**config.mk**
```make
export PLATFORM = sky130hd
export DESIGN_NAME = lmbp_fifo
export DESIGN_NICKNAME = d
export VERILOG_FILES = /design/src/rtl/core/lmbp_fifo.sv
export SDC_FILE = /design/constraint.sdc
export NUM_CORES = 1
export LEC_CHECK = 0
export ABC_AREA = 1
export BUFFER_PORTS_ARGS = -buffer_cell sky130_fd_sc_hd__buf_4
export CAP_MARGIN = 20
export CORE_MARGIN = 1.5
export CORE_UTILIZATION = 49
export CTS_CLUSTER_SIZE = 20
export DETAILED_ROUTE_END_ITERATION = 8
export PLACE_DENSITY = 0.75
export SLEW_MARGIN = 10
export SYNTH_ARGS = -nofsm -noshare
export SYNTH_HDL_FRONTEND = slang
export SYNTH_SLANG_ARGS = --single-unit
```
**constraint.sdc**
```tcl
create_clock -name clk_i -period 1.9 [get_ports clk_i]
set_clock_uncertainty 0.15 [all_clocks]
set_input_delay 0.57 -clock clk_i [delete_from_list [all_inputs] [get_ports clk_i]]
set_output_delay 0.57 -clock clk_i [all_outputs]
set_load 0.05 [all_outputs]
```
**src/rtl/core/lmbp_fifo.sv**
```systemverilog
// ----------------------------------------------------------------------------
// lmbp_fifo
// small register queue, used between front and back and for results
// ----------------------------------------------------------------------------
module lmbp_fifo #(
  parameter int unsigned WIDTH = 8,
  parameter int unsigned DEPTH = 2
) (
  input  logic                         clk_i,
  input  logic                         rst_ni,
  input  logic                         push_i,
  input  logic [WIDTH-1:0]             wdata_i,
  input  logic                         pop_i,
  output logic [WIDTH-1:0]             rdata_o,
  output logic                         empty_o,
  output logic                         full_o,
  output logic [$clog2(DEPTH+1)-1:0]   count_o
);
  localparam int unsigned PtrW = (DEPTH > 1) ? $clog2(DEPTH) : 1;
  localparam int unsigned CntW = $clog2(DEPTH + 1);
  localparam logic [PtrW-1:0] PtrLast = PtrW'(DEPTH - 1);

  logic [WIDTH-1:0] mem_q [DEPTH];
  logic [PtrW-1:0]  wr_ptr_q, wr_ptr_d, rd_ptr_q, rd_ptr_d;
  logic [CntW-1:0]  count_q, count_d;
  logic             do_push, do_pop;

  assign empty_o = (count_q == '0);
  assign full_o  = (count_q == CntW'(DEPTH));
  assign count_o = count_q;
  assign rdata_o = mem_q[rd_ptr_q];

  assign do_push = push_i && !full_o;
  assign do_pop  = pop_i && !empty_o;

  always_comb begin
    wr_ptr_d = wr_ptr_q;
    rd_ptr_d = rd_ptr_q;
    count_d  = count_q;
    if (do_push) begin
      wr_ptr_d = (wr_ptr_q == PtrLast) ? '0 : wr_ptr_q + 1'b1;
    end
    if (do_pop) begin
      rd_ptr_d = (rd_ptr_q == PtrLast) ? '0 : rd_ptr_q + 1'b1;
    end
    if (do_push && !do_pop) begin
      count_d = count_q + 1'b1;
    end else if (do_pop && !do_push) begin
      count_d = count_q - 1'b1;
    end
  end

  always_ff @(posedge clk_i or negedge rst_ni) begin
    if (!rst_ni) begin
      wr_ptr_q <= '0;
      rd_ptr_q <= '0;
      count_q  <= '0;
    end else begin
      wr_ptr_q <= wr_ptr_d;
      rd_ptr_q <= rd_ptr_d;
      count_q  <= count_d;
    end
  end

  always_ff @(posedge clk_i) begin
    if (do_push) begin
      mem_q[wr_ptr_q] <= wdata_i;
    end
  end

endmodule

```
==> results of run 1 <==
what timing repair did:
item | in CTS | in global routing
hold buffers | 1 | 0
endpoints found under the setup margin | 8 | 9
pin swaps | 2 | 2
gates resized for setup | 11 | 6
endpoints found under the hold margin | 4 | 0
setup buffers | 3 | 0
how the worst max path moves through the flow:
stage                     startpoint    endpoint  slack [ns]  depth (start not counted)
after global placement        push_i  count_o[1]        0.26                          8
final                       rd_ptr_q  rdata_o[6]      -0.005                          4
after floorplan           count_o[1]  count_o[1]        0.05                          8
after detailed placement      push_i  count_o[1]        0.21                          8
after CTS                   rd_ptr_q  rdata_o[2]       0.002                          4
after global routing        rd_ptr_q  rdata_o[0]       -0.05                          4
cells in the final DEF (no fill, tap or decap), drive strengths merged, types with 2 or more instances in the layout:
master	instances
buf	29
clkbuf	3
dfrtp	4
edfxtp	16
inv	8
nand2	33
nor2	4
o21ai	2
critical path, delay by kind of cell, from the launching register on:
| family | cells | cell delay [ns] |
|---|---|---|
| buf+inv | 2 | 0.30 |
| flops | 1 | 0.47 |
| simple gates | 2 | 0.12 |
report_power, final:
| part | switching, W | leakage, nW | internal, W |
|---|---|---|---|
| logic | 0.000830 | 0.340 | 0.000471 |
| registers | 0.0000973 | 0.194 | 0.000616 |
| clock network | 0.000132 | 0.0279 | 0.000213 |
layer usage:
metal | wire length, um | share of wire, % | vias to the layer above
met5 | 0 | 0 | -
met2 | 875 | 55 | 20
met3 | 79 | 4.9 | 4
met4 | 26 | 1.6 | 0
met1 | 622 | 39 | 293
li1 | - | - | 301
kinds of logic after synthesis:
logic type                 synth area share (%)
DFF                                       69.99
AOI/OAI and AO/OA                         1.207
and+or+nand+nor                           22.02
buffers and inverters                     4.223
xor gates and xnor gates                  1.056
adders and majority gates                 1.508
flip-flops by register name, summed over array words and instances, names as in the netlist:
register and flops:
wr_ptr_q 1, rd_ptr_q 1, count_o 2, mem_q 16
final cells by class:
class,count,area (sq um)
inverter,8,32.53
fill,98,349.1
clock buffer,3,22.52
clock inverter,1,30.03
multi-input combinational,44,234.0
tap,16,20.02
sequential,20,584.3
timing repair buffer,30,269.0
per-stage QoR:
step / instance area [sq um] / setup slack (ns) / utilization, %
after global placement: 1050 / 0.2558 / 68.10
final: 1192 / -0.005324 / 77.35
after detailed placement: 1050 / 0.2093 / 68.10
after floorplan: 839.6 / 0.05268 / -
after global routing: 1192 / -0.05041 / 77.35
after CTS: 1172 / 0.001822 / 76.06
==> summary.md, run 1 <==
| Metric | Value |
|---|---|
| Hold path cells | 1 |
| Crit path kind | reg2out |
| Sequential share of the synthesized area | a little over two thirds |
| Synth warn | 0 |
| GR Overflow Total | 0 |
| Buffers on Ports | 23 |
| Met2 Use GR | between 30% and 40% |
| Hold worst-path end | mem_q[0][2] |
| DRT antenna net count | 0 |
| Vias | 618 |
| Rel. slew slack | 78.68% |
| Area of the die | a little under 2000 sq um |
| Pin slew with the least headroom to its limit | 0.3194 ns |
| PwrDens | 1978 nW/um^2 |
| RSZ-0062 raised after global routing | yes |
| Worst r2r src | count_o[1] |
| Final Hold Vio Count | 0 |
| Met1 GRT Util | 22.78% |
| Status | finished, violations left |
| Share of the synthesized area in the top cell type | 57.92% |
| Num CTS Buffers | 3 |
| DRC | 0 |
| Area grow syn2layout | 43.74% |
| Vias per inst | 5.066 |
| Cells after DPL | 114 |
| P_leak | 0.5617 nW |
| Worst reg2reg path depth | 8 |
| Area contributors post-synth | edfxtp_1, nand2_1, dfrtp_1 |
| Final wirelength | between 1500 and 2000 um |
| Total Power | 0.002359 W |
| Startpoint Class | register |
| Final GP Congestion | 0.8083 |
| Clock Root Buffer | clkbuf_4 |
| Deepest clock path buffer count | 2 |
| Final setup fails | 1 |
| CP most frequent cell | nand2_1 |
| Core area | around 1500 sq um |
| EDFF count, synth | 16 |
| Largest net degree at the start of global routing | 13 |
| Period utilisation layout | 100.3% |
| GRT Util Overall | around a fifth |
| Hold_sp | wdata_i[2] |
| CP max-delay cell | dfrtp_2 |
| Syn avg cell area | 11.36 sq um |
| Rows | 14 |
| R2R setup slack | 0.34 ns |
| Final Max Tran Viols | 0 |
| Yosys cell types | 16 |
| Grt met3 use | 4.490% |
| Antenna violations before repair | 0 |
| Worst setup EP type | primary output |
| Vias in the first global route | between 600 and 700 |
| Iter 0 DRT Violations | 12 |
| FF+latch count, synth | 20 |
| Area of the mapped netlist | 829.5 sq um |
| Most common cell in the netlist | nand2_1 |
| WP data required | 1.18 ns |
| Initial core utilization | 53.81% |
| Highest Clock Rate | around 520 MHz |
| Reg2reg end | count_o[1] |
| HPWL Detailed | 1162 um |
| Max VDD drop | about 0.0013 V |
| Mapped Nets | 86 |
| Nets@finish | 120 |
| Num ports | 24 |
| First-pass DRT Iterations | 4 |
| Non-Filler Instances | 122 |
| Clk_lat worst skew | 0.30 ns |
| Hold slack | 0.2930 ns |
| Total clock sinks | 20 |
| WL/cell | 13.15 um |
| First-pass GRT wire length | ~2600 um |
| Most Used Layer, Global Route | met2 |
| CTS tree | built |
| Worst Slack Setup Final | -0.005324 ns |
| Max-Cap Viols | 0 |
| Fraction of layout instances using a drive strength above 1 | between 40 and 50% |
| Post-synth top cells | nand2_1, edfxtp_1, inv_1 |
| Fraction of registers with async set/reset | about 20% |
| Sequence of cells on the critical path | buf_4, nand2_1, nand2_1, buf_6 |
| Clock-pin slew on the worst setup and hold paths | 0.11 ns |
| Hold WC Path Type | in2reg |
| Critical path arrival | about 1.2 ns |
| H-tree depth | 1 |
| Crit-path max FO | 5 |
| Antenna cells | 0 |
| Prevailing post-synth register cell | edfxtp_1 |
| Crit path time final | 1.905 ns |
| Post-synth top area cell | edfxtp_1 |
| Failing checks | negative setup slack |
| Setup TNS | -0.005324 ns |
| Critical Path Max Stage Delay | 0.47 ns |
| Cells after synthesis | 73 |
| Die H | 44.15 um |
| Die Span X | 44.15 um |
(Power assumes the default switching activity.)
==> run 2, diff against run 1 <==
--- a/config.mk
+++ b/config.mk
@@ -13,6 +13,7 @@
 export CTS_CLUSTER_SIZE = 20
 export DETAILED_ROUTE_END_ITERATION = 8
 export PLACE_DENSITY = 0.75
+export SKIP_LAST_GASP = 1
 export SLEW_MARGIN = 10
 export SYNTH_ARGS = -nofsm -noshare
 export SYNTH_HDL_FRONTEND = slang
==> summary.md, run 2 (synthesized netlist as in run 1, its figures left out) <==
| Metric | Value |
|---|---|
| Power share of the clock group | 14.6% (about the same) |
| Max Used Layer | met4 |
| Num CTS Buffers | 3 (unchanged) |
| Sw Pwr | 0.001054 W (-0.45%) |
| Num ports | 24 (unchanged) |
| Die H | 44.15 um (unchanged) |
| Worst setup EP type | primary output |
| Final Max Tran Viols | 0 (unchanged) |
| Critical path arrival | 1.18 ns (about the same) |
| DRT antenna net count | 0 (unchanged) |
| GRT Util Overall | 18.95% (unchanged) |
| First-pass DRT Iterations | 6 (+2) |
| Rows | 14 (unchanged) |
| RSZ-0062 raised after global routing | yes |
| Antenna violations before repair | 0 (unchanged) |
| Reg2reg end | count_o[1] |
| Vias per inst | 5.000 (-1.3%) |
| Most flop-heavy register | mem_q |
| Worst reg2reg path depth | 8 (unchanged) |
| Crit-path max FO | 5 (unchanged) |
| Pint | 0.001296 W (-0.35%) |
| Nets@finish | 120 (unchanged) |
| First-pass GRT wire length | 2580 um (unchanged) |
| Crit path kind | reg2out |
| Failing checks | negative setup slack |
| Non-Filler Instances | 122 (unchanged) |
| R2R setup slack | 0.34 ns (about the same) |
| Hold WC Path Type | in2reg |
| Highest Clock Rate | 525.9 MHz (+0.21%) |
| Period utilisation layout | 100.1% (-0.21 points) |
| Vias | 610 (-1.3%) |
| H-tree depth | 1 (unchanged) |
| PwrDens | 1983 nW/um^2 (+0.24%) |
| Combinational share of power | 55.1% (about the same) |
| Net Sw Frac | 44.86% (about the same) |
| Reg power frac | 30.3% (about the same) |
| Largest register FFs | 16 (unchanged) |
| WP data required | 1.18 ns (about the same) |
| Most common cell after layout, fill and taps aside | nand2_1 |
| Hold worst-path end | mem_q[0][2] |
| Initial core utilization | 53.81% (unchanged) |
| Startpoint Class | register |
| GR Overflow Total | 0 (unchanged) |
| Crit path time final | 1.901 ns (-0.003983 ns) |
| Rel. slew slack | 78.23% (-0.46 points) |
| Most frequent cells in the layout | nand2_1, buf_4, edfxtp_1, buf_6, inv_1 |
| Buffers on Ports | 23 (unchanged) |
| CP max-delay cell | dfrtp_2 |
| Iter 0 DRT Violations | 11 (-1) |
| Clk_lat worst skew | 0.30 ns (about the same) |
| Sequence of cells on the critical path | buf_4, nand2_1, nand2_1, buf_6 |
| WL met3 | 65 um (-18%) |
| Max VDD drop | 0.001259 V (+0.21%) |
| Final wirelength | 1612 um (+0.50%) |
| Total clock sinks | 20 (unchanged) |
| Setup TNS | -0.001340 ns (+0.003983 ns) |
| WL/cell | 13.21 um (+0.50%) |
| Fillcell total | 104 (+6.1%) |
| Cells after DPL | 114 (unchanged) |
| Antenna cells | 0 (unchanged) |
| CTS tree | built |
| Total Power | 0.002350 W (-0.39%) |
| Die Span X | 44.15 um (unchanged) |
| Max-Cap Viols | 0 (unchanged) |
| Worst r2r src | count_o[1] |
| Critical Path Max Stage Delay | 0.47 ns (about the same) |
| Area of the die | 1949 sq um (unchanged) |
| Worst Slack Setup Final | -0.001340 ns (+0.003983 ns) |
| Fraction of layout instances using a drive strength above 1 | 42.45% (-0.94 points) |
| Final Hold Vio Count | 0 (unchanged) |
| Deepest clock path buffer count | 2 (unchanged) |
| Area grow syn2layout | 42.84% |
| Clock-pin slew on the worst setup and hold paths | 0.12 ns (about the same) |
| Status | finished, violations left |
| M1 WL | 648 um (+4.2%) |
| Final setup fails | 1 (unchanged) |
| HPWL Detailed | 1162 um (unchanged) |
| DRC | 0 (unchanged) |
| CP most frequent cell | nand2_1 |
| Core area | 1541 sq um (unchanged) |
| Final GP Congestion | 0.8083 (unchanged) |
| Metal2 WL | 882 um (+0.80%) |
| Hold_sp | wdata_i[2] |
| P_leak | 0.5565 nW (-0.92%) |
| Hold path cells | 1 (unchanged) |
| Pin slew with the least headroom to its limit | 0.3263 ns (+0.006835 ns) |
| Clock Root Buffer | clkbuf_4 |
| Vias in the first global route | 602 (unchanged) |
| Largest net degree at the start of global routing | 13 (unchanged) |
[run 2: how the worst max path moves through the flow]
stage / startpoint / to / slack (ns) / cells past startpoint
finish: rd_ptr_q / rdata_o[6] / -0.001 / 4
global route: rd_ptr_q / rdata_o[0] / -0.05 / 4
CTS: rd_ptr_q / rdata_o[0] / -0.0009 / 4
detailed placement: push_i / count_o[1] / 0.21 / 8
global placement: push_i / count_o[1] / 0.26 / 8
floorplan: count_o[1] / count_o[1] / 0.05 / 8
[run 2: routing by layer]
layer	up-vias	global-route usage (%)
li1	299	-
met2	17	32.94
met1	291	22.78
met4	0	7.273
met5	-	0
met3	3	4.490
[run 2: metrics by stage]
stage	setup WS [ns]	utilization, %	hold slack (ns)	area, sq um
finish	-0.001340	76.87	0.2910	1185
global route	-0.04782	76.87	0.2833	1185
CTS	-0.0008904	76.06	0.2836	1172
detailed placement	0.2093	68.10	0.2214	1050
global placement	0.2558	68.10	0.2218	1050
floorplan	0.05268	-	0.1244	839.6
[run 2: worst max-delay path: cells and delay by family (launching register included)]
| kind | cells | cell delay, ns |
|---|---|---|
| AND/OR/NAND/NOR | 2 | 0.12 |
| buffers and inverters | 2 | 0.30 |
| flip-flops | 1 | 0.47 |
[run 2: power by group through the flow]
stage / Combinational [W] / Sequential, W / Clock (W)
after floorplan: 0.000747 / 0.000759 / 0
after global placement: 0.00112 / 0.000707 / 0
after detailed placement: 0.00114 / 0.000712 / 0
after CTS: 0.00127 / 0.000709 / 0.000353
after global routing: 0.00137 / 0.000724 / 0.000360
final: 0.00129 / 0.000712 / 0.000344
[run 2: final cells by class]
type	instances	area, sq um	area share (%)
clock inverters	1	30.03	2.534
flip-flops and latches	20	584.3	49.31
well taps	16	20.02	1.690
repair buffers	30	269.0	22.70
inverters	8	32.53	2.746
multi-input cells	44	226.5	19.11
clock buffers	3	22.52	1.901
[run 2: repair_timing]
item	in CTS	in global routing
hold buffers	1	0
gates resized for setup	11	4
hold endpoints to repair	4	0
pin swaps	1	1
buffers inserted	3	0
setup endpoints to repair	8	9
==> run 3, diff against run 2 <==
--- a/config.mk
+++ b/config.mk
@@ -9,12 +9,13 @@
 export BUFFER_PORTS_ARGS = -buffer_cell sky130_fd_sc_hd__buf_4
 export CAP_MARGIN = 20
 export CORE_MARGIN = 1.5
-export CORE_UTILIZATION = 49
+export CORE_UTILIZATION = 40
 export CTS_CLUSTER_SIZE = 20
 export DETAILED_ROUTE_END_ITERATION = 8
-export PLACE_DENSITY = 0.75
+export PLACE_DENSITY = 0.63
 export SKIP_LAST_GASP = 1
 export SLEW_MARGIN = 10
 export SYNTH_ARGS = -nofsm -noshare
 export SYNTH_HDL_FRONTEND = slang
 export SYNTH_SLANG_ARGS = --single-unit
+export TNS_END_PERCENT = 50
==> summary.md, run 3 (synthesized netlist as in run 1, its figures left out) <==
| Metric | Value |
|---|---|
| Hold worst-path end | mem_q[0][1] |
| GR Overflow Total | 0 (unchanged) |
| Most common cell after layout, fill and taps aside | nand2_1 |
| Crit-path max FO | 5 (unchanged) |
| HPWL Detailed | 1044 um (-10%) |
| Period utilisation layout | 99.89% (-0.18 points) |
| Final setup fails | 0 (-1) |
| PwrDens | 1873 nW/um^2 (-5.5%) |
| Status | complete, no violations |
| Iter 0 DRT Violations | 1 (-10) |
| Worst r2r src | count_o[1] |
| Rows | 16 (+2) |
| Buffers on Ports | 23 (unchanged) |
| Reg2reg end | count_o[1] |
| Most frequent cells in the layout | nand2_1, buf_4, edfxtp_1, nand2_2, buf_6 |
| Hold WC Path Type | in2reg |
| Worst reg2reg path depth | 8 (unchanged) |
| Nets@finish | 118 (-1.7%) |
| RSZ-0062 raised after global routing | yes |
| Critical path arrival | 1.18 ns (about the same) |
| Core area | 1962 sq um (+27%) |
| P_leak | 0.5486 nW (-1.4%) |
| Max-Cap Viols | 0 (unchanged) |
| Hold path cells | 1 (unchanged) |
| CP max-delay cell | dfrtp_2 |
| Largest register FFs | 16 (unchanged) |
| CTS tree | built |
| Final Max Tran Viols | 0 (unchanged) |
| Antenna violations before repair | 0 (unchanged) |
| Deepest clock path buffer count | 2 (unchanged) |
| Largest net degree at the start of global routing | 12 (-1) |
| Final GP Congestion | 0.6636 (-18%) |
| Max VDD drop | 0.0009413 V (-25%) |
| Clock-pin slew on the worst setup and hold paths | 0.10 ns (-0.02 ns) |
| DRT antenna net count | 0 (unchanged) |
| WP data required | 1.18 ns (about the same) |
| Num CTS Buffers | 3 (unchanged) |
| Hold slack | 0.3018 ns (+0.01078 ns) |
| Clk_lat worst skew | 0.29 ns (about the same) |
| Total clock sinks | 20 (unchanged) |
| Vias | 598 (-2.0%) |
| First-pass GRT wire length | 2401 um (-6.9%) |
| Fraction of layout instances using a drive strength above 1 | 49.04% (+6.6 points) |
| Highest Clock Rate | 526.9 MHz (+0.18%) |
| Vias in the first global route | 557 (-7.5%) |
| Final Hold Vio Count | 0 (unchanged) |
| Startpoint Class | register |
| Area grow syn2layout | 44.80% |
| DRC | 0 (unchanged) |
| Pin slew with the least headroom to its limit | 0.3436 ns (+0.01739 ns) |
| H-tree depth | 1 (unchanged) |
| Crit path time final | 1.898 ns (-0.003509 ns) |
| WL/cell | 11.32 um (-14%) |
| Worst setup EP type | primary output |
| Final wirelength | 1483 um (-8.0%) |
| Sequence of cells on the critical path | buf_6, nand2_2, nand2_2, buf_6 |
| Rel. slew slack | 77.07% (-1.2 points) |
| Clock Root Buffer | clkbuf_4 |
| Die Span X | 48.54 um (+10%) |
| First-pass DRT Iterations | 3 (-3) |
| Antenna cells | 0 (unchanged) |
| Crit path kind | reg2out |
| Die H | 48.54 um (+10%) |
| Area of the die | 2356 sq um (+21%) |
| Initial core utilization | 42.28% (-12 points) |
| GRT Util Overall | 13.88% (-5.1 points) |
| Setup TNS | 0 ns (+0.001340 ns) |
| Num ports | 24 (unchanged) |
| R2R setup slack | 0.39 ns (+0.05 ns) |
| Vias per inst | 4.565 (-8.7%) |
| Most flop-heavy register | mem_q |
| Hold_sp | wdata_i[1] |
| Final Util | 61.22% (-16 points) |
| Critical Path Max Stage Delay | 0.47 ns (about the same) |
==> run 3: worst max path at each step <==
stage | slack (ns) | end | depth (start not counted) | start
3_3_place_gp | 0.25 | mem_q[0][2] | 5 | push_i
5_1_grt | -0.05 | rdata_o[3] | 4 | rd_ptr_q
6_report | 0.002 | rdata_o[3] | 4 | rd_ptr_q
2_1_floorplan | 0.05 | count_o[1] | 8 | count_o[1]
3_5_place_dp | 0.23 | count_o[1] | 8 | push_i
4_1_cts | -0.008 | rdata_o[0] | 4 | rd_ptr_q
==> run 3: cell type report <==
| cell class | count | area, sq um |
|---|---|---|
| tap | 27 | 33.78 |
| sequential | 20 | 584.3 |
| clock buffer | 4 | 26.28 |
| inverter | 8 | 35.03 |
| multi-input combinational | 44 | 264.0 |
| timing repair buffer | 28 | 257.7 |
| fill | 180 | 760.7 |
==> run 3: power by group <==
| part | total [W] | switching (W) | internal, W | leakage [nW] |
|---|---|---|---|---|
| registers | 0.000720 | 0.000103 | 0.000616 | 0.194 |
| logic | 0.00133 | 0.000851 | 0.000479 | 0.340 |
| clock network | 0.000200 | 0.000118 | 0.0000817 | 0.0150 |
| total | 0.00225 | 0.00107 | 0.00118 | 0.549 |
==> run 3: timing repair <==
action	in CTS	in global routing
endpoints found under the setup margin	8	10
pin swaps	0	8
endpoints found under the hold margin	4	0
resized for setup	9	21
hold buffers	1	0
setup buffers	1	1
==> run 3: per-stage QoR <==
step           total power, W  cell area (sq um)  instances  setup WS (ns)
3_5_place_dp         0.001837               1056        124         0.2298
6_report             0.002250               1201        131       0.002169
5_1_grt              0.002382               1201        131       -0.04798
2_1_floorplan        0.001505              839.6         73        0.05268
3_3_place_gp         0.001826               1056        124         0.2508
4_1_cts              0.002119               1130        130      -0.008417
==> run 3: layer usage <==
layer	routed length (um)	vias up	part of all wire [%]	global-route usage [%]
met5	0	-	0	0
met4	32	0	2.2	8.571
met3	59	5	4.0	3.395
met2	794	16	54	21.76
met1	596	280	40	17.39
li1	-	297	-	-
==> run 3: critical path: cells and delay by family, from the launching register on <==
family,cells,cell delay [ns]
and+or+nand+nor,2,0.11
DFF,1,0.47
buffers and inverters,2,0.30
