--- config.mk ---
export PLATFORM = sky130hd
export DESIGN_NAME = lmbp_front
export DESIGN_NICKNAME = d
export VERILOG_FILES = /design/src/rtl/core/lmbp_pkg.sv /design/src/rtl/core/lmbp_front.sv
export SDC_FILE = /design/constraint.sdc
export NUM_CORES = 1
export LEC_CHECK = 0
export ABC_AREA = 1
export ABC_CLOCK_PERIOD_IN_PS = 1400
export BUFFER_PORTS_ARGS = -buffer_cell sky130_fd_sc_hd__buf_2
export CORE_MARGIN = 5
export CORE_UTILIZATION = 45
export CTS_CLUSTER_SIZE = 16
export DETAILED_ROUTE_END_ITERATION = 10
export PLACE_DENSITY = 0.82
export RECOVER_POWER = 100
export SLEW_MARGIN = 40
export SYNTH_ARGS = -nofsm -noshare
export SYNTH_HDL_FRONTEND = slang
export SYNTH_SLANG_ARGS = --single-unit
--- constraint.sdc ---
create_clock -name clk_i -period 1.4 [get_ports clk_i]
set_input_delay 0.14 -clock clk_i [delete_from_list [all_inputs] [get_ports clk_i]]
set_output_delay 0.14 -clock clk_i [all_outputs]
set_load 0.02 [all_outputs]
--- src/rtl/core/lmbp_pkg.sv ---
// ----------------------------------------------------------------------------
// lmbp_pkg
// shared types, constants and helpers of the led matrix bit-plane row scanner
// ----------------------------------------------------------------------------
package lmbp_pkg;

  // default geometry
  localparam int unsigned ColumnWordsDefault = 6;
  localparam int unsigned PlanesDefault      = 8;

  // fixed matrix constants
  localparam logic [3:0] RowLast = 4'd15;

  // queue depths
  localparam int unsigned CmdQDepth = 2;
  localparam int unsigned OutQDepth = 4;

  // item codes on the func field
  localparam logic FuncWrite = 1'b0;
  localparam logic FuncTick  = 1'b1;

  // classified command handed from front to back
  typedef struct packed {
    logic        is_tick;
    logic [3:0]  col;      // write column
    logic [3:0]  row;      // write row, or new scan row of a tick
    logic [2:0]  plane;    // write plane, or scheduled plane of a tick
    logic [15:0] word;     // write data
    logic        blank;    // tick plane out of range, words read as zero
    logic [3:0]  row_off;  // old scan row of a tick
  } cmd_t;

  // one result item
  typedef struct packed {
    logic [3:0]  col;
    logic [15:0] word;
    logic [3:0]  row_off;
    logic [3:0]  row_on;
    logic        last;
  } res_t;

  function automatic logic [15:0] byte_swap(input logic [15:0] w);
    byte_swap = {w[7:0], w[15:8]};
  endfunction

endpackage

--- src/rtl/core/lmbp_front.sv ---
// ----------------------------------------------------------------------------
// lmbp_front
// accepts items, keeps scan row, slot counter and schedule, classifies items
// ----------------------------------------------------------------------------
module lmbp_front #(
  parameter int unsigned COLUMN_WORDS = lmbp_pkg::ColumnWordsDefault,
  parameter int unsigned PLANES       = lmbp_pkg::PlanesDefault
) (
  input  logic                clk_i,
  input  logic                rst_ni,
  input  logic                push_i,
  output logic                full_o,
  input  logic                func_i,
  input  logic [3:0]          column_slot_i,
  input  logic [3:0]          row_index_i,
  input  logic [2:0]          plane_index_i,
  input  logic [15:0]         pixel_word_i,
  input  logic                plane_schedule_we_i,
  input  logic [23:0]         plane_schedule_i,
  input  logic                clearing_i,
  input  logic                cmd_full_i,
  output logic                cmd_push_o,
  output lmbp_pkg::cmd_t      cmd_o
);
  import lmbp_pkg::*;

  localparam logic [4:0] ColCount   = 5'(COLUMN_WORDS);
  localparam logic [3:0] PlaneCount = 4'(PLANES);

  logic [23:0] sched_q;
  logic [3:0]  row_q, row_d;
  logic [2:0]  slot_q, slot_d;
  logic [4:0]  slot_lsb;
  logic [2:0]  tick_plane;
  logic        accept, write_ok;

  assign full_o   = cmd_full_i || clearing_i;
  assign accept   = push_i && !full_o;
  assign slot_lsb = {2'b00, slot_q} * 5'd3;
  assign tick_plane = sched_q[slot_lsb +: 3];
  assign write_ok = ({1'b0, column_slot_i} < ColCount) && ({1'b0, plane_index_i} < PlaneCount);

  always_comb begin
    row_d  = row_q;
    slot_d = slot_q;
    cmd_o  = '0;
    cmd_push_o = 1'b0;
    if (func_i == FuncTick) begin
      cmd_o.is_tick = 1'b1;
      cmd_o.row     = row_q + 1'b1;
      cmd_o.row_off = row_q;
      cmd_o.plane   = tick_plane;
      cmd_o.blank   = !({1'b0, tick_plane} < PlaneCount);
      cmd_push_o    = accept;
      if (accept) begin
        row_d = row_q + 1'b1;
        // each row wrap moves on to the next schedule slot
        if (row_q == RowLast) begin
          slot_d = slot_q + 1'b1;
        end
      end
    end else begin
      cmd_o.is_tick = 1'b0;
      cmd_o.col     = column_slot_i;
      cmd_o.row     = row_index_i;
      cmd_o.plane   = plane_index_i;
      cmd_o.word    = pixel_word_i;
      cmd_push_o    = accept && write_ok;
    end
  end

  always_ff @(posedge clk_i or negedge rst_ni) begin
    if (!rst_ni) begin
      sched_q <= '0;
      row_q   <= '0;
      slot_q  <= '0;
    end else begin
      row_q  <= row_d;
      slot_q <= slot_d;
      if (plane_schedule_we_i) begin
        sched_q <= plane_schedule_i;
      end
    end
  end

endmodule

==> qor.csv, run 1 <==
stage,metric,value,unit
final_layout,Multi-input gate area,779,um^2
global_routing,remaining global-route overflow,0,
final_layout,register area,778,um^2
global_routing,initial antenna violation count,0,
sta,clock skew,0.000984,ns
yosys,register area share after synthesis,43.5,%
yosys,Yosys cell types,17,
job,Max Cap Viol,0,
clock_network,clk slew on worst S/H paths,0.06,ns
global_routing,first-pass GRT wire length,7.91,mm
yosys,mux cell area share after synthesis,0,%
final_layout,final net count,423,
yosys,adder-cell share of the synthesized area,1.40,%
yosys,most frequent cell after synthesis,nand2_1,
yosys,"area leader, netlist",dfrtp_1,
hold_path,HP Class,input pin to flip-flop,
global_routing,vias in the first global route,1866,
yosys,"top cells by area, synth","dfrtp_1 (44%), nand2_1 (15%), inv_1 (12%), o21ai_0 (7.6%), nand3_1 (6.7%)",
hold_path,Hold EP,sched_q[17]$_DFFE_PN0P_,
pwr,Worst VDD drop,673,uV
final_layout,ratio of cells with drive above 1 in the final layout,35.9,%
yosys,XOR/XNOR Fraction of Synth Area,2.46,%
final_layout,final core occ,68.5,%
clock_network,clk_lat worst skew,0.28,ns
setup_path,Setup Crit Path Kind,flip-flop to primary output,
floorplanning,Starting Density,47.6,%
sta,Max Freq,633,MHz
setup_path,Reg-to-Reg End,slot_q[1]$_DFFE_PN0P_,
yosys,largest family of logic cells by synthesized area,simple AND/OR/NAND/NOR gates,
status,failing checks,negative setup slack,
floorplanning,Top Ports,93,
route,Final ANT Viol Nets,0,
final_layout,Fillers,330,
setup_path,R2R Path Start,slot_q[0]$_DFFE_PN0P_,
floorplanning,area of the core,3740,um^2
sta,setup TNS,-0.578,ns
yosys,synth warn,0,
yosys,top cell type's share of synthesized area,43.5,%
final_layout,Ant. Diodes,0,
pwr,Leakage,1.54,nW
yosys,Syn Inst Count,260,
sta,final hold violations,0,
global_routing,All-Layer GR Usage,19.0,%
clock_network,CTS Buf Count,5,
yosys,"FFs w/ async S/R, synth",100,%
route,drt wl/cell,12.1,um
setup_path,worst reg-to-reg path cell count,5,
clock_network,H-Tree Depth,2,
sta,worst setup margin,-0.180,ns
sta,actual slew at the worst max-slew pin,0.664,ns
sta,fin crit share,113,%
sta,Max Slew Vio Count,0,
hold_path,hold path start,plane_schedule_i[17],
route,Remaining DRCs,0,
yosys,Post-synth EDFFs,0,
floorplanning,FP Rows,22,
place,Final Wtd Congestion,0.814,
clock_network,CTS sink cnt,31,
route,vias per cell,4.58,
sta,Tmin final,1.58,ns
yosys,most common flop cell mapped by yosys,dfrtp_1,
place,DP HPWL,3.50,mm
sta,Min Hold Slack,0.0661,ns
sta,Max-slew headroom,55.8,%
yosys,"Avg Cell Area, Syn",6.86,um^2
yosys,synthesized flop and latch total,31,
clock_network,CTS tree,built,
pwr,power per cell area,1140,nW/um^2
floorplanning,die width,72.9,um
sta,RSZ-0062 raised after global routing,true,
setup_path,FF-to-FF setup slack,0.11,ns
yosys,Mapped Nets,320,
yosys,Compound-Gate Fraction of Synth Area,8.28,%
clock_network,Root Buffer,clkbuf_8,
setup_path,Setup crit end kind,primary output,
route,DRT Pass-1 Iters,4,
route,final WL,4.95,mm
floorplanning,Die H,72.9,um
setup_path,Setup crit start kind,flip-flop,
setup_path,CP Max Fanout,13,
place,IO Port Bufs,91,
clock_network,Clock Tree Buf Depth,2,
route,via count,1879,
hold_path,Hold Path Cell Cnt,3,
place,Placement Setup Slack,0.151,ns
yosys,Synth top cells by count,"nand2_1 (73), inv_1 (56), dfrtp_1 (31)",
floorplanning,die area,5320,um^2
setup_path,arrival time worst endpoint,1.44,ns
sta,Final setup viols,5,
status,outcome,finished with violations,
global_routing,largest net degree at the start of global routing,49,
route,First DRT Iteration DRCs,114,
yosys,Post-Syn Area,1780,um^2
final_layout,synthesis-to-layout area growth,43.9,%
yosys,Post-Synth Simple-Gate Area,27.8,%
setup_path,Critical Path RT,1.26,ns
-- timing repair --
action                     4_1_cts  5_1_grt
pin swaps                       12        4
hold buffers                     1        0
hold endpoints to repair        31        0
setup buffers                    8        2
gates cloned                     1        0
resized for setup               24       14
setup endpoints to repair        6        9
-- power breakdown --
| group | internal, mW | switching, mW | leakage [nW] | total [mW] |
|---|---|---|---|---|
| registers | 1.02 | 0.0845 | 0.367 | 1.10 |
| logic | 0.558 | 0.648 | 1.14 | 1.21 |
| clock network | 0.330 | 0.288 | 0.0371 | 0.617 |
-- how the worst max path moves through the flow --
stage | from | endpoint | depth (start not counted)
after floorplan | row_q[0]$_DFFE_PN0P_ | cmd_o[25] | 3
after global placement | slot_q[0]$_DFFE_PN0P_ | cmd_o[21] | 7
after detailed placement | slot_q[0]$_DFFE_PN0P_ | cmd_o[22] | 7
after CTS | slot_q[0]$_DFFE_PN0P_ | cmd_o[22] | 7
after global routing | slot_q[0]$_DFFE_PN0P_ | cmd_o[22] | 7
final | slot_q[0]$_DFFE_PN0P_ | cmd_o[22] | 7
-- worst max-delay path, cell delays in order (launching register included) --
cell and delay (ns):
dfrtp_2 0.45, inv_4 0.14, nand2_1 0.09, nand3_2 0.08
nand3_1 0.08, nand3_1 0.10, nand2_1 0.08, buf_6 0.13
-- metrics by stage --
stage	std cells	power (mW)	instance area, um^2
6_report	410	2.93	2560
5_1_grt	410	3.12	2560
4_1_cts	408	2.80	2500
3_5_place_dp	392	1.93	2270
3_3_place_gp	392	1.91	2270
2_1_floorplan	260	1.63	1780
-- cells in the final DEF, fill, tap and decap left out --
master         count
a211oi_1           1
a21oi_1            1
buf_12             1
buf_2             82
buf_4             13
buf_6             10
clkbuf_1           2
clkbuf_8           5
conb_1             1
dfrtp_1           29
dfrtp_2            2
dlygate4sd3_1      1
ha_1               1
ha_4               1
inv_1             55
inv_2              2
inv_4              1
nand2_1           69
nand2_2            4
nand3_1           20
nand3_2            4
nor2_1            23
nor2_2             1
nor2_4             1
o21ai_0           26
o21ai_2            1
xor2_1             3
xor2_2             2
-- cells by family (layout without fill, tap and decap cells) --
group / Yosys count / in the layout
compound gates: 29 / 29
other cells: 1 / 1
buf+inv: 70 / 172
simple gates: 122 / 122
fa+ha+maj: 2 / 2
flops: 31 / 31
xor+xnor: 5 / 5
-- area by class of cell --
| cell class | count | area share, % |
|---|---|---|
| inverter | 58 | 8.59 |
| tap | 48 | 2.34 |
| clock buffer | 6 | 2.83 |
| timing repair buffer | 108 | 25.5 |
| multi-input combinational | 159 | 30.4 |
| sequential | 31 | 30.3 |
-- flip-flops by register name (all words and copies together), names as in the netlist --
name / cells
slot_q: 3
row_q: 4
sched_q: 24
-- metal layers --
| metal | GRT usage [%] | vias up | routed length [um] |
|---|---|---|---|
| li1 | - | 969 | - |
| met1 | 23.4 | 833 | 1980 |
| met2 | 30.9 | 67 | 2540 |
| met3 | 5.92 | 10 | 321 |
| met4 | 7.17 | 0 | 96 |
| met5 | 0 | - | 0 |
Note: power is estimated with default switching activity, not from simulation.
==> run 2: changes to the inputs <==
--- a/config.mk
+++ b/config.mk
@@ -7,12 +7,12 @@
 export LEC_CHECK = 0
 export ABC_AREA = 1
 export ABC_CLOCK_PERIOD_IN_PS = 1400
-export BUFFER_PORTS_ARGS = -buffer_cell sky130_fd_sc_hd__buf_2
 export CORE_MARGIN = 5
 export CORE_UTILIZATION = 45
 export CTS_CLUSTER_SIZE = 16
 export DETAILED_ROUTE_END_ITERATION = 10
-export PLACE_DENSITY = 0.82
+export DONT_BUFFER_PORTS = 1
+export PLACE_DENSITY = 0.62
 export RECOVER_POWER = 100
 export SLEW_MARGIN = 40
 export SYNTH_ARGS = -nofsm -noshare
==> run 2 against run 1 <==
  * Critical path type unchanged
  * Worst setup slack improved by 0.085 ns
  * Highest routed layer unchanged
  * Combinational power fell by 23%
  * Critical path depth fell by 1
  * Critical endpoint is now cmd_o[23]
  * Sequential share of layout area rose by 2.7 points
  * Sequential cell count did not move
  * The flow still finishes with violations (negative setup slack)
  * Global-route usage fell by 2.0 points
  * Total power fell by 5.0%
  * Via count fell by 14%
  * Worst hold slack got worse by 0.064 ns
==> qor.csv, run 2 (synthesis results as in run 1) <==
stage,metric,value,unit
final_layout,Ant. Diodes,0,
place,Final Wtd Congestion,0.791,
sta,RSZ-0062 raised after global routing,true,
global_routing,remaining global-route overflow,0,
setup_path,Setup crit start kind,flip-flop,
route,vias per cell,4.74,
setup_path,CP Max Fanout,6,
route,final WL,4.65,mm
setup_path,worst reg-to-reg path cell count,5,
final_layout,synthesis-to-layout area growth,31.9,%
sta,Max Slew Vio Count,0,
final_layout,max reg flops,24,
clock_network,Root Buffer,clkbuf_8,
sta,actual slew at the worst max-slew pin,0.747,ns
sta,final hold violations,0,
setup_path,CP peak stage delay,0.46,ns
sta,clock skew,0.00126,ns
global_routing,first-pass GRT wire length,7.09,mm
clock_network,CTS tree,built,
place,placed cell area,1810,um^2
route,First DRT Iteration DRCs,60,
setup_path,Critical Path RT,1.26,ns
setup_path,WP depth,6,
final_layout,Regs by FF count,"sched_q x24, row_q x4, slot_q x3",
global_routing,vias in the first global route,1527,
setup_path,Bufs and invs on worst path,1,
final_layout,"commonest non-fill, non-tap cells in the layout","nand2_1 (61), inv_1 (55), dfrtp_1 (30)",
sta,fin crit share,107,%
sta,worst setup margin,-0.0953,ns
status,failing checks,negative setup slack,
global_routing,met2 global-route usage,27.1,%
sta,Tmin final,1.50,ns
setup_path,arrival time worst endpoint,1.36,ns
final_layout,Largest Register,sched_q,
global_routing,global route hottest layer,met2,
route,DRT Pass-1 Iters,4,
sta,Max-slew headroom,50.2,%
final_layout,final core occ,62.8,%
final_layout,final net count,353,
sta,Final setup viols,5,
final_layout,ratio of cells with drive above 1 in the final layout,17.3,%
pwr,Leakage,1.25,nW
setup_path,CP max stage cell,dfrtp_2,
job,Max Cap Viol,0,
floorplanning,FP Rows,22,
route,Final ANT Viol Nets,0,
global_routing,largest net degree at the start of global routing,45,
setup_path,CP most frequent cell,nand3_2,
pwr,Worst VDD drop,679,uV
route,Remaining DRCs,0,
clock_network,clk_lat worst skew,0.27,ns
setup_path,Setup crit end kind,primary output,
route,drt wl/cell,13.6,um
setup_path,R2R Path Start,slot_q[0]$_DFFE_PN0P_,
final_layout,Fillers,363,
floorplanning,Starting Density,47.6,%
clock_network,Clock Tree Buf Depth,2,
floorplanning,die width,72.9,um
clock_network,clk slew on worst S/H paths,0.06,ns
clock_network,H-Tree Depth,2,
status,outcome,finished with violations,
clock_network,CTS sink cnt,31,
hold_path,HP Class,input pin to flip-flop,
pwr,power per cell area,1180,nW/um^2
global_routing,initial antenna violation count,0,
setup_path,"Largest delay share family, worst path",flip-flops,
setup_path,Setup Crit Path Kind,flip-flop to primary output,
place,IO Port Bufs,0,
global_routing,All-Layer GR Usage,17.0,%
final_layout,Final Cell Area,2350,um^2
place,DP HPWL,2.98,mm
clock_network,CTS Buf Count,5,
sta,Max Freq,669,MHz
setup_path,CP Cell Sequence,"buf_6, nand2_1, nand3_2, nand3_2, nand3_2, nand2_4",
setup_path,Worst Setup SP,slot_q[0]$_DFFE_PN0P_,
final_layout,Finished Layout Cells,342,
floorplanning,Top Ports,93,
sta,setup TNS,-0.269,ns
final_layout,"most common cell after layout, fill and taps aside",nand2_1,
pwr,Pwr Total,2.78,mW
setup_path,FF-to-FF setup slack,0.14,ns
global_routing,GR Layer Usage met1,22.6,%
global_routing,GR Util met3,5.10,%
setup_path,Reg-to-Reg End,slot_q[1]$_DFFE_PN0P_,
setup_path,crit path to,cmd_o[23],
place,# placed instances,302,
route,via count,1622,
floorplanning,area of the core,3740,um^2
floorplanning,die area,5320,um^2
floorplanning,Die H,72.9,um
hold_path,hold path start,plane_schedule_we_i,
## run 2: changes by cell type in the layout (fill, tap and decap cells not counted), sizes merged
| cell | change |
|---|---|
| buf | -97 |
| dlygate4sd3 | +22 |
| clkbuf | +7 |
## run 2: metrics by stage
| step | hold slack [ns] | setup slack [ns] |
|---|---|---|
| after global routing | 0.0174 | -0.145 |
| after floorplan | -0.156 | 0.0776 |
| after global placement | -0.155 | 0.174 |
| after CTS | 0.000890 | -0.0689 |
| final | 0.00215 | -0.0953 |
| after detailed placement | -0.155 | 0.165 |
## run 2: where the power goes
group | internal [mW] | total (mW) | switching (mW)
Sequential | 1.02 | 1.09 | 0.0776
Combinational | 0.372 | 0.937 | 0.565
Clock | 0.448 | 0.751 | 0.303
## run 2: how the worst min path moves through the flow
| stage | endpoint | slack, ns | depth (start not counted) |
|---|---|---|---|
| 2_1_floorplan | row_q[0]$_DFFE_PN0P_ | -0.16 | 0 |
| 3_3_place_gp | sched_q[9]$_DFFE_PN0P_ | -0.15 | 0 |
| 3_5_place_dp | sched_q[9]$_DFFE_PN0P_ | -0.15 | 0 |
| 4_1_cts | sched_q[8]$_DFFE_PN0P_ | 0.0009 | 2 |
| 5_1_grt | sched_q[4]$_DFFE_PN0P_ | 0.02 | 2 |
| 6_report | sched_q[8]$_DFFE_PN0P_ | 0.002 | 2 |
## run 2: what timing repair did
item	in CTS	in global routing
endpoints found under the hold margin	55	0
buffers inserted	3	3
endpoints found under the setup margin	5	7
cloned	1	0
pin swaps	15	19
hold buffers	25	0
gates resized for setup	17	26
## run 2: routing by layer
| metal | vias up | part of all wire, % |
|---|---|---|
| li1 | 833 | - |
| met1 | 732 | 44 |
| met2 | 51 | 49 |
| met3 | 6 | 6.2 |
| met4 | 0 | 0.67 |
| met5 | - | 0 |
## run 2: final cells by class
class	count	area, um^2	share of cell area (%)
Multi-Input combinational cell	159	835	35.5
Sequential cell	31	777	33.0
Timing Repair Buffer	38	357	15.2
Inverter	58	223	9.47
Clock buffer	8	100	4.26
Tap cell	48	60.1	2.55
## run 2: worst register-to-register path: cells and delay by family, from the launching register on
kind                     cells  cell delay, ns
AND/OR/NAND/NOR              1            0.10
flip-flops                   1            0.46
AO/OA/AOI/OAI                1            0.04
adder cells (fa/ha/maj)      1            0.27
buffers and inverters        2            0.26
==> run 3: changes to the inputs <==
--- a/config.mk
+++ b/config.mk
@@ -8,12 +8,13 @@
 export ABC_AREA = 1
 export ABC_CLOCK_PERIOD_IN_PS = 1400
 export CORE_MARGIN = 5
-export CORE_UTILIZATION = 45
+export CORE_UTILIZATION = 35
 export CTS_CLUSTER_SIZE = 16
 export DETAILED_ROUTE_END_ITERATION = 10
 export DONT_BUFFER_PORTS = 1
-export PLACE_DENSITY = 0.62
+export PLACE_DENSITY = 0.51
 export RECOVER_POWER = 100
+export SETUP_SLACK_MARGIN = 0.5
 export SLEW_MARGIN = 40
 export SYNTH_ARGS = -nofsm -noshare
 export SYNTH_HDL_FRONTEND = slang
==> run 3 against run 2 <==
  * The run ends with negative hold slack, negative setup slack left
  * Sequential cell count unchanged
  * Routed wire length decreased by 3.3%
  * Clock power down 12%
  * Core utilization down 18 points
  * Total power up 9.1%
  * Sequential share of layout area increased by 1.2 points
  * Global-route usage decreased by 3.4 points
  * Count of clock-buffer cells in the layout down 1
  * Combinational power up 33%
  * Critical endpoint is now cmd_o[27]
  * Largest power group is now combinational logic
==> qor.csv, run 3 (synthesis results as in run 1) <==
stage,metric,value,unit
status,outcome,finished with violations,
status,failing checks,"negative hold slack, negative setup slack",
global_routing,first-pass GRT wire length,6.81,mm
route,vias per cell,4.39,
final_layout,Fillers,524,
sta,Max-slew headroom,49.4,%
clock_network,Clock Tree Buf Depth,2,
route,Remaining DRCs,0,
floorplanning,Starting Density,35.4,%
clock_network,clk_lat worst skew,0.28,ns
setup_path,Setup crit start kind,flip-flop,
global_routing,largest net degree at the start of global routing,49,
clock_network,CTS Buf Count,5,
global_routing,remaining global-route overflow,0,
sta,Final setup viols,5,
final_layout,"most common cell after layout, fill and taps aside",nand2_1,
final_layout,Largest Register,sched_q,
pwr,Pwr Total,3.03,mW
sta,clock skew,0.00486,ns
pwr,power per cell area,1330,nW/um^2
place,# placed instances,322,
sta,worst setup margin,-0.0952,ns
clock_network,H-Tree Depth,2,
sta,Min Hold Slack,-0.0337,ns
final_layout,ratio of cells with drive above 1 in the final layout,25.8,%
pwr,Worst VDD drop,950,uV
setup_path,CP Max Fanout,3,
final_layout,Finished Layout Cells,345,
pwr,Leakage,1.20,nW
final_layout,Final Cell Area,2280,um^2
sta,Max Freq,669,MHz
route,DRT Pass-1 Iters,4,
place,DP HPWL,3.13,mm
floorplanning,FP Rows,26,
route,First DRT Iteration DRCs,79,
route,drt wl/cell,13.0,um
place,Placement Setup Slack,0.196,ns
route,final WL,4.49,mm
floorplanning,die area,6620,um^2
setup_path,Setup Crit Path Kind,flip-flop to primary output,
sta,fin crit share,107,%
clock_network,clk slew on worst S/H paths,0.06,ns
setup_path,FF-to-FF setup slack,0.12,ns
setup_path,arrival time worst endpoint,1.36,ns
final_layout,Regs by FF count,"sched_q x24, row_q x4, slot_q x3",
sta,Max Slew Vio Count,0,
final_layout,"commonest non-fill, non-tap cells in the layout","nand2_1 (56), inv_1 (50), dfrtp_1 (28)",
job,Max Cap Viol,0,
route,Final ANT Viol Nets,0,
setup_path,Critical Path RT,1.26,ns
clock_network,CTS sink cnt,31,
place,IO Port Bufs,0,
final_layout,final net count,334,
route,via count,1516,
sta,actual slew at the worst max-slew pin,0.760,ns
final_layout,final core occ,45.1,%
final_layout,synthesis-to-layout area growth,27.6,%
floorplanning,Die H,81.4,um
final_layout,Ant. Diodes,0,
global_routing,initial antenna violation count,0,
clock_network,Root Buffer,clkbuf_8,
place,placed cell area,1860,um^2
floorplanning,Top Ports,93,
global_routing,All-Layer GR Usage,13.6,%
hold_path,HP Class,input pin to flip-flop,
final_layout,max reg flops,24,
setup_path,Setup crit end kind,primary output,
place,Final Wtd Congestion,0.778,
floorplanning,die width,81.4,um
sta,final hold violations,24,
clock_network,CTS tree,built,
sta,setup TNS,-0.189,ns
sta,RSZ-0062 raised after global routing,true,
sta,Tmin final,1.50,ns
floorplanning,area of the core,5040,um^2
global_routing,vias in the first global route,1429,
## run 3: layout make-up
type / instances / area (um^2) / area share [%]
inverters: 58 / 238 / 10.4
well taps: 70 / 87.6 / 3.85
flip-flops and latches: 31 / 779 / 34.2
multi-input cells: 159 / 917 / 40.3
repair buffers: 19 / 173 / 7.59
clock buffers: 7 / 76.3 / 3.35
clock inverters: 1 / 5.00 / 0.220
## run 3: per-layer routing
layer / global-route usage (%) / vias up / share of wire [%]
met3: 3.22 / 6 / 3.3
li1: - / 792 / -
met5: 0 / - / 0
met1: 19.2 / 681 / 46
met2: 19.7 / 37 / 49
met4: 5.57 / 0 / 1.4
## run 3: worst paths after layout
check                                          end  depth (start not counted)              startpoint
max reg2reg                  slot_q[0]$_DFFE_PN0P_                          7    row_q[1]$_DFFE_PN0P_
min in group asynchronous  sched_q[17]$_DFFE_PN0P_                          2                  rst_ni
max in group asynchronous     row_q[2]$_DFFE_PN0P_                          2                  rst_ni
min reg2reg                 sched_q[0]$_DFFE_PN0P_                          2  sched_q[0]$_DFFE_PN0P_
min                        sched_q[17]$_DFFE_PN0P_                          1     plane_schedule_we_i
max                                      cmd_o[27]                          5    row_q[1]$_DFFE_PN0P_
## run 3: critical path: stages (launching register included)
cell     delay, ns
dfrtp_1       0.43
buf_6         0.15
nand3_4       0.06
xor2_2        0.19
nand2_1       0.11
nand2_2       0.14
## run 3: where the power goes
group          internal (mW)  total, mW  leakage, nW  switching, mW
Clock                  0.348      0.661       0.0422          0.313
Combinational          0.560       1.25        0.788          0.689
Sequential              1.02       1.12        0.365          0.105
Total                   1.93       3.03         1.20           1.11
## run 3: timing repair
item	4_1_cts	5_1_grt
pin swaps	28	16
buffers inserted	9	4
setup endpoints to repair	18	19
endpoints found under the hold margin	55	53
resized for setup	49	21
